--- src/rtl/core/pft_pkg.sv ---
// Package with widths and shared types for the prime factorizer.
package pft_pkg;
   localparam int NUM_WIDTH = 32;
   localparam int CNT_WIDTH = $clog2(NUM_WIDTH + 1);
   typedef logic [NUM_WIDTH-1:0] num_type;

   typedef struct packed {
      logic start;
      logic busy;
      logic done;
   } div_ctl_type;
endpackage

--- src/rtl/core/pft_divider.sv ---
// Restoring divider that produces one quotient bit per cycle.
module pft_divider (
   input  logic             clock,
   input  logic             reset,
   input  logic             start,
   input  pft_pkg::num_type dividend,
   input  pft_pkg::num_type divisor,
   output pft_pkg::div_ctl_type ctl,
   output pft_pkg::num_type quotient,
   output pft_pkg::num_type remainder
);
   pft_pkg::num_type quo_ff, quo_in, rem_ff, rem_in, dsr_ff, dsr_in;
   logic [pft_pkg::CNT_WIDTH-1:0] cnt_ff, cnt_in;
   logic busy_ff, busy_in, done_ff, done_in;
   logic [pft_pkg::NUM_WIDTH:0] trial;
   logic [pft_pkg::NUM_WIDTH:0] shifted;

   always_comb begin
      quo_in  = quo_ff;
      rem_in  = rem_ff;
      dsr_in  = dsr_ff;
      cnt_in  = cnt_ff;
      busy_in = busy_ff;
      done_in = 1'b0;
      shifted = {rem_ff, quo_ff[pft_pkg::NUM_WIDTH-1]};
      trial   = shifted - {1'b0, dsr_ff};
      if (start) begin
         quo_in  = dividend;
         rem_in  = '0;
         dsr_in  = divisor;
         cnt_in  = pft_pkg::CNT_WIDTH'(pft_pkg::NUM_WIDTH);
         busy_in = 1'b1;
      end else if (busy_ff) begin
         if (!trial[pft_pkg::NUM_WIDTH]) begin
            rem_in = trial[pft_pkg::NUM_WIDTH-1:0];
            quo_in = {quo_ff[pft_pkg::NUM_WIDTH-2:0], 1'b1};
         end else begin
            rem_in = shifted[pft_pkg::NUM_WIDTH-1:0];
            quo_in = {quo_ff[pft_pkg::NUM_WIDTH-2:0], 1'b0};
         end
         cnt_in = cnt_ff - 1'b1;
         if (cnt_ff == pft_pkg::CNT_WIDTH'(1)) begin
            busy_in = 1'b0;
            done_in = 1'b1;
         end
      end
   end

   always_ff @(posedge clock) begin
      if (reset) begin
         busy_ff <= 1'b0;
         done_ff <= 1'b0;
         cnt_ff  <= '0;
      end else begin
         busy_ff <= busy_in;
         done_ff <= done_in;
         cnt_ff  <= cnt_in;
      end
      quo_ff <= quo_in;
      rem_ff <= rem_in;
      dsr_ff <= dsr_in;
   end

   assign ctl       = '{start: start, busy: busy_ff, done: done_ff};
   assign quotient  = quo_ff;
   assign remainder = rem_ff;
endmodule

--- src/rtl/core/prime_factorizer_totient.sv ---
// Top level: trial-division factorizer with Euler totient on a shared divider.
// Each trial divisor costs one divide on the shared divider.
// A 32-bit prime needs about 65536 trials.
// Inputs 0 and 1 skip the divider and go straight to EMIT; one item is in work at a time.
// Reset is synchronous and active high; it returns the sequencer to idle.
module prime_factorizer_totient (
   input  logic        clock,
   input  logic        reset,
   input  logic        req_tvalid,
   output logic        req_tready,
   input  logic [31:0] req_tdata,   // number
   output logic        rsp_tvalid,
   input  logic        rsp_tready,
   output logic [63:0] rsp_tdata,   // totient (upper), factor (lower)
   output logic        rsp_tlast    // last
);
   typedef enum logic [2:0] {
      IDLE, TRY, TRY_WAIT, PHI_DIV, PHI_WAIT, N_DIV, N_WAIT, EMIT
   } state_type;

   state_type state_ff, state_in;
   pft_pkg::num_type n_ff, n_in, d_ff, d_in, phi_ff, phi_in, prev_ff, prev_in;
   pft_pkg::num_type fac_ff, fac_in, tot_ff, tot_in;
   logic last_ff, last_in, vld_ff, vld_in;
   logic start;
   pft_pkg::num_type dvd, dsr, quo, rem;
   pft_pkg::div_ctl_type ctl;
   logic [pft_pkg::NUM_WIDTH:0] d_next;

   pft_divider u_div (
      .clock(clock), .reset(reset), .start(start), .dividend(dvd), .divisor(dsr),
      .ctl(ctl), .quotient(quo), .remainder(rem)
   );

   always_comb begin
      state_in = state_ff;
      n_in = n_ff; d_in = d_ff; phi_in = phi_ff; prev_in = prev_ff;
      fac_in = fac_ff; tot_in = tot_ff; last_in = last_ff; vld_in = vld_ff;
      start = 1'b0;
      dvd = n_ff;
      dsr = d_ff;
      d_next = {1'b0, d_ff} + 1'b1;
      if (vld_ff && rsp_tready) vld_in = 1'b0;
      unique case (state_ff)
         IDLE: begin
            if (req_tvalid) begin
               n_in = req_tdata; phi_in = req_tdata; d_in = 32'd2; prev_in = '0;
               if (req_tdata == 32'd0 || req_tdata == 32'd1) begin
                  fac_in = req_tdata; tot_in = req_tdata; last_in = 1'b1;
                  state_in = EMIT;
               end else begin
                  state_in = TRY;
               end
            end
         end
         TRY: begin
            start = 1'b1;
            state_in = TRY_WAIT;
         end
         TRY_WAIT: begin
            if (ctl.done) begin
               if (quo < d_ff) begin
                  d_in = n_ff;
                  state_in = PHI_DIV;
               end else if (rem == '0) begin
                  state_in = PHI_DIV;
               end else begin
                  d_in = d_next[pft_pkg::NUM_WIDTH-1:0];
                  state_in = TRY;
               end
            end
         end
         PHI_DIV: begin
            if (d_ff != prev_ff) begin
               dvd = phi_ff;
               start = 1'b1;
               state_in = PHI_WAIT;
            end else begin
               state_in = N_DIV;
            end
         end
         PHI_WAIT: begin
            if (ctl.done) begin
               phi_in = pft_pkg::num_type'(quo * (d_ff - 1'b1));
               state_in = N_DIV;
            end
         end
         N_DIV: begin
            start = 1'b1;
            state_in = N_WAIT;
         end
         N_WAIT: begin
            if (ctl.done) begin
               n_in = quo;
               prev_in = d_ff;
               fac_in = d_ff;
               last_in = (quo == 32'd1);
               tot_in = (quo == 32'd1) ? phi_ff : '0;
               state_in = EMIT;
            end
         end
         EMIT: begin
            if (!vld_ff || rsp_tready) begin
               vld_in = 1'b1;
               state_in = last_ff ? IDLE : TRY;
            end
         end
         default: state_in = IDLE;
      endcase
   end

   always_ff @(posedge clock) begin
      if (reset) begin
         state_ff <= IDLE;
         vld_ff <= 1'b0;
      end else begin
         state_ff <= state_in;
         vld_ff <= vld_in;
      end
      n_ff <= n_in; d_ff <= d_in; phi_ff <= phi_in; prev_ff <= prev_in;
      fac_ff <= fac_in; tot_ff <= tot_in; last_ff <= last_in;
   end

   logic [31:0] out_fac, out_tot;
   logic out_last;
   always_ff @(posedge clock) begin
      if (state_ff == EMIT && (!vld_ff || rsp_tready)) begin
         out_fac <= fac_ff;
         out_tot <= tot_ff;
         out_last <= last_ff;
      end
   end

   assign req_tready = (state_ff == IDLE);
   assign rsp_tvalid = vld_ff;
   assign rsp_tdata = {out_tot, out_fac};
   assign rsp_tlast = out_last;
endmodule
--- config.mk ---
export PLATFORM = sky130hd
export DESIGN_NAME = prime_factorizer_totient
export DESIGN_NICKNAME = d
export VERILOG_FILES = /design/src/rtl/core/pft_pkg.sv /design/src/rtl/core/pft_divider.sv /design/src/rtl/core/prime_factorizer_totient.sv
export SDC_FILE = /design/constraint.sdc
export NUM_CORES = 2
export LEC_CHECK = 0
export ABC_AREA = 1
export BUFFER_PORTS_ARGS = -buffer_cell sky130_fd_sc_hd__buf_2
export CORE_MARGIN = 10
export CORE_UTILIZATION = 58
export DETAILED_ROUTE_END_ITERATION = 8
export HOLD_SLACK_MARGIN = 0.08
export PLACE_DENSITY = 0.82
export SKIP_CTS_REPAIR_TIMING = 1
export SLEW_MARGIN = 20
export SYNTH_ARGS = -nofsm -noshare
export SYNTH_HDL_FRONTEND = slang
export SYNTH_SLANG_ARGS = --single-unit
--- constraint.sdc ---
create_clock -name clock -period 10.4 [get_ports clock]
set_clock_uncertainty 0.2 [all_clocks]
set_input_delay 3.12 -clock clock [delete_from_list [all_inputs] [get_ports clock]]
set_output_delay 3.12 -clock clock [all_outputs]
set_load 0.05 [all_outputs]
-- After elaboration in Yosys (flattened, before gate mapping)
Index checks and enable logic that the tools add are counted.
W data, S select, Z words.
- bits of input ports: 36
- bits in registers: 366
- order comparisons: 1
- add/sub/neg operators: 4
- reductions and logical operators: 20
- eq/ne operators: 18
- multiplexer cells: 51
- multipliers: 1
- bitwise operators: 1
- operators by type and width (cell ; number):
    $mux W32 ; 18
    $pmux W32 S2 ; 6
    $eq A32 B1 Y1 const B ; 2
    $logic_not A32 Y1 ; 2
    $sub A33 B32 Y33 ; 1
    $add A32 B1 Y32 const B ; 1
    $lt A32 B32 Y1 ; 1
    $mul A32 B32 Y32 ; 1
    $ne A32 B32 Y1 ; 1
    $sub A32 B1 Y32 const B ; 1
    $pmux W3 S8 ; 1
    $mux W3 ; 6
    $mux W1 ; 14
    $eq A3 B3 Y1 const B ; 4
    $mux W6 ; 2
    $ne A2 B1 Y1 const B ; 4
    $reduce_and A4 Y1 ; 2
    $reduce_bool A2 Y1 ; 4
    $eq A3 B2 Y1 const B ; 2
    $eq A6 B1 Y1 const B ; 1
    $reduce_and A3 Y1 ; 2
    $sub A6 B1 Y6 const B ; 1
    $reduce_and A5 Y1 ; 1
    $mux W2 ; 2
    other kinds (11) ; 16

-- Longest topological paths before layout
- depth in word-level cells: 5
- depth in mapped cells: 51
- gate-level depth less buffers: 49

-- Modules after synthesis
From an unflattened synthesis, not the netlist that was laid out.
- cell total of the unflattened synthesis: 4270
- area, all modules: 35607.9 um^2
- modules (own cells, without submodules) (module ; area an instance (um^2) ; cells each ; times used):
    prime_factorizer_totient ; 28671.2 ; 3234 ; 1
    pft_divider ; 6936.7 ; 1036 ; 1

-- Worst setup path after synthesis
OpenSTA, ideal clock, no wires.
- path kind: register to register
- from: register d_ff[0]
- to: register phi_ff[31] (data pin)
- buffers on the path: 5
- setup slack: 1568 ps
- data arrival time: 8379 ps
- data required time: 9947 ps
- cell stages (with the launch flop): 39
- cells stage by stage: edfxtp_1 buf_2 inv_2 clkbuf_1 buf_1 ha_1 nand2_2 o21ai_0 nand2_1 clkbuf_1 inv_1 clkbuf_1 nand2_1 fa_1 inv_1 fa_1 fa_1 inv_1 (+3 left out) inv_1 fa_1 inv_1 fa_1 fa_1 ha_1 nand2_1 nor4_1 nand4_1 nand3_1 nand2_1 o211ai_1 a21oi_1 or3_1 nand2_1 nand3_1 nand3_1 nand2_1
- longest elaborated chain between the ends: 4
- RTL lines (what ; RTL line ; source):
    from (decl) ; prime_factorizer_totient.sv:22 ; pft_pkg::num_type n_ff, n_in, d_ff, d_in, phi_ff, phi_in, prev_ff, prev_in;
    from (signal assigned) ; prime_factorizer_totient.sv:120 ; n_ff <= n_in; d_ff <= d_in; phi_ff <= phi_in; prev_ff <= prev_in;
    $sub A32 B1 Y32 ; prime_factorizer_totient.sv:84 ; phi_in = pft_pkg::num_type'(quo * (d_ff - 1'b1));
    $mul A32 B32 Y32 ; prime_factorizer_totient.sv:84 ;
    $mux W32 ; prime_factorizer_totient.sv:83 ; if (ctl.done) begin
    $pmux W32 S2 ; prime_factorizer_totient.sv:44 ; unique case (state_ff)
    via phi_in[31] ; prime_factorizer_totient.sv:22 ;
    to (signal assigned) ; prime_factorizer_totient.sv:120 ;
    to (decl) ; prime_factorizer_totient.sv:22 ;
The timed path passes the listed nets, and every way through them passes these cells. The select of a mux whose other input is x is not followed.
A chain may end at the register's enable or synchronous reset.

-- Worst setup path after layout
- from: register d_ff[1]
- to: register phi_ff[31] (data pin)
Same word-level chain as after synthesis.

==> key figures <==
Die
  • Die Y-Extent: 263 um
  • Core area: 58000 um2
  • Die width: 263 um
  • Rows: 88
  • Initial Utilization: 58.9%
  • Area of the die: 69000 um2
  • Io pins: 103

Setup path
  • Crit-path leading delay family: adder cells
  • CP max-delay cell: inv_1
  • CP startpoint kind: register
  • Setup CP Type: register to register
  • Arrival time at the worst endpoint: 9500 ps
  • Most used cell, CP: fa_1
  • Critical-path maximum fanout: 14
  • Worst setup EP type: register
  • Worst path required time: 10500 ps
  • Critical path's largest stage delay: 560 ps
  • CP Buf/Inv Count: 7

Logic synthesis
  • Cells after synthesis: 3895
  • Syn Nets: 4530
  • Post-synthesis adder-cell area fraction: 30.9%
  • Yosys reg bits: 366
  • Synth area leader: edfxtp_1
  • Top-area cell type share of the netlist area: 28.3%
  • Most common cell in the synthesized netlist: nand2_1
  • Most instantiated cells after synthesis: nand2_1 (822), inv_1 (692), nor2_1 (444)
  • Post-synthesis simple-gate area fraction: 18.6%
  • EDFF count, synth: 322
  • Compound-Gate Fraction of Synth Area: 7.45%
  • Async S/R FF share, synth: 0%
  • Register area share after synthesis: 30.9%
  • Yosys Warn Count: 0
  • Synth Area in XOR/XNOR: 2.67%
  • Multiplexer share of the synthesized area: 0%
  • Mapped Avg Cell Area: 8.77 um2
  • Largest cells by area after synthesis: edfxtp_1 (28%), fa_1 (24%), nand2_1 (9.0%), inv_1 (7.6%), ha_1 (7.0%)
  • Number of unique standard cell types used by synthesis: 59
  • Main combinational cell family by area after synthesis: adder cells
  • Main flop type after synthesis: edfxtp_1
  • Cell Area, Synth: 34200 um2

STA
  • Endpoints failing setup: 0
  • Worst hold slack: 215 ps
  • Tcrit/Tclk final: 90.4%
  • Max Fclk: 106 MHz
  • Slew margin rel.: 27.6%
  • Slew @ Worst Pin: 1090 ps
  • RSZ-0062 raised after global routing: no
  • Max Slew Vio Count: 0
  • Fin crit period: 9400 ps
  • Fin Setup TNS: 0 ps
  • Final hold violation count: 0

Cells and area
  • Nets: 4587
  • Area grow syn2layout: 7.20%
  • Layout cells sized above 1: 7.07%
  • Number of fill cells in the layout: 4697

Global route
  • Congestion Overflow GR: 0
  • Pin count of the biggest net entering global routing: 79
  • Total GRT Usage: 32.9%
  • Vias in the first global route: 29000
  • First-pass GRT wire length: 174000 um
  • Initial antenna violation count: 5

Routing
  • Drt drc: 0
  • Avg WL per Cell: 24.3 um
  • Final ANT Viol Nets: 0
  • Detailed-router iteration count before antenna repair: 9
  • Via count: 28800
  • Routed vias/inst: 6.08
  • Detailed Route WL: 115000 um
  • Drt initial violations: 3816

Placement
  • Port bufs: 102
  • Gpl congestion: 1.08
  • Detail Placement HPWL: 88200 um

Clock network
  • Clock Tree Buf Depth: 3
  • Worst-path clk slew: 70 ps
  • CTS tree: yes
  • Clock Latency Late Sink: 560 ps
  • Root Buffer: clkbuf_16
  • Sink Count: 366
  • H-tree lvl count: 2
  • CTS Buf Count: 35

Status
  • Status: finished clean

Flow run
  • Maxcap violations: 0

Hold path
  • Hold Crit Class: register to register
-- final timing paths --
path	from	endpoint	slack [ps]	depth (start not counted)
worst max-delay path	d_ff[1]$_SDFFCE_PN1P_	phi_ff[31]$_DFFE_PP_	1000	33
worst min register to register	tot_ff[19]$_DFFE_PP_	out_tot[19]$_DFFE_PP_	210	0
worst max register to register	d_ff[1]$_SDFFCE_PN1P_	phi_ff[31]$_DFFE_PP_	1000	33
worst min-delay path	tot_ff[19]$_DFFE_PP_	out_tot[19]$_DFFE_PP_	210	0
-- through the flow --
step | utilization (%) | instances | setup WS [ps] | instance area, um2
after CTS | 63.1 | 4739 | 1110 | 36600
after floorplan | - | 3895 | 1570 | 34200
after detailed placement | 61.2 | 4680 | 1140 | 35500
after global placement | 61.2 | 4680 | 1350 | 35500
after global routing | 63.1 | 4739 | 620 | 36600
final | 63.1 | 4743 | 1000 | 36600
-- cell usage in the layout, fill, tap and decap left out, types with 4 or more instances in the layout --
master / instances
buf_4: 57
o21bai_1: 4
nor3_1: 21
edfxtp_1: 322
ha_1: 190
nor4_1: 30
xnor2_1: 50
a221oi_1: 4
o31ai_1: 4
a31oi_1: 6
fa_1: 409
inv_1: 690
a21o_1: 6
o21ai_1: 12
diode_2: 4
nor2_4: 6
inv_2: 12
a32o_1: 4
buf_2: 102
nand2_2: 12
nor2_2: 10
clkinv_1: 16
nand3_1: 106
nor2_1: 441
o21ai_0: 233
xor2_1: 51
or2_2: 16
nand4_1: 28
nand3b_1: 9
o211ai_1: 11
clkbuf_1: 7
dfxtp_1: 44
a21oi_1: 113
o221ai_1: 33
o21a_1: 9
clkbuf_16: 35
nand2_1: 821
-- metal layers --
layer,vias to the layer above,GRT usage [%],part of all wire (%)
li1,12400,-,-
met1,13700,41.5,35
met2,2204,50.0,44
met3,521,8.96,14
met4,2,19.6,7.0
met5,-,0,0.011
-- logic make-up (layout without fill, tap and decap cells) --
| group | count (synthesis) | in the layout |
|---|---|---|
| compound gates | 452 | 452 |
| xor+xnor | 102 | 102 |
| fa+ha+maj | 599 | 599 |
| buf+inv | 853 | 932 |
| flops | 366 | 366 |
| other cells | 0 | 4 |
| simple gates | 1523 | 1523 |
-- registers in the layout, indices dropped and copies added, names as in the netlist, 3 cells and up --
register	cells
prev_ff	32
u_div.cnt_ff	6
u_div.quotient	32
phi_ff	32
u_div.dsr_ff	32
state_ff	3
n_ff	32
fac_ff	32
out_fac	32
d_ff	32
u_div.remainder	32
tot_ff	32
out_tot	32
-- area by class of cell --
type | instances | area (um2) | share of cell area [%]
multi-input combinational | 2676 | 20400 | 55.7
sequential | 366 | 10600 | 28.8
inverter | 714 | 2680 | 7.33
tap | 765 | 957 | 2.61
clock buffer | 45 | 943 | 2.58
timing repair buffer | 159 | 938 | 2.56
clock inverter | 14 | 138 | 0.376
antenna | 4 | 10.0 | 0.0273
-- worst reg2reg max path, delay by kind of cell (launching register included) --
kind	cells	cell delay (ps)
adder cells (fa/ha/maj)	10	4590
AND/OR/NAND/NOR	13	2290
buffers and inverters	7	1070
AO/OA/AOI/OAI	3	550
flip-flops	1	480
Power is not shown: default switching activity piles up to over one toggle a cycle in this logic, so the estimate is an artifact.
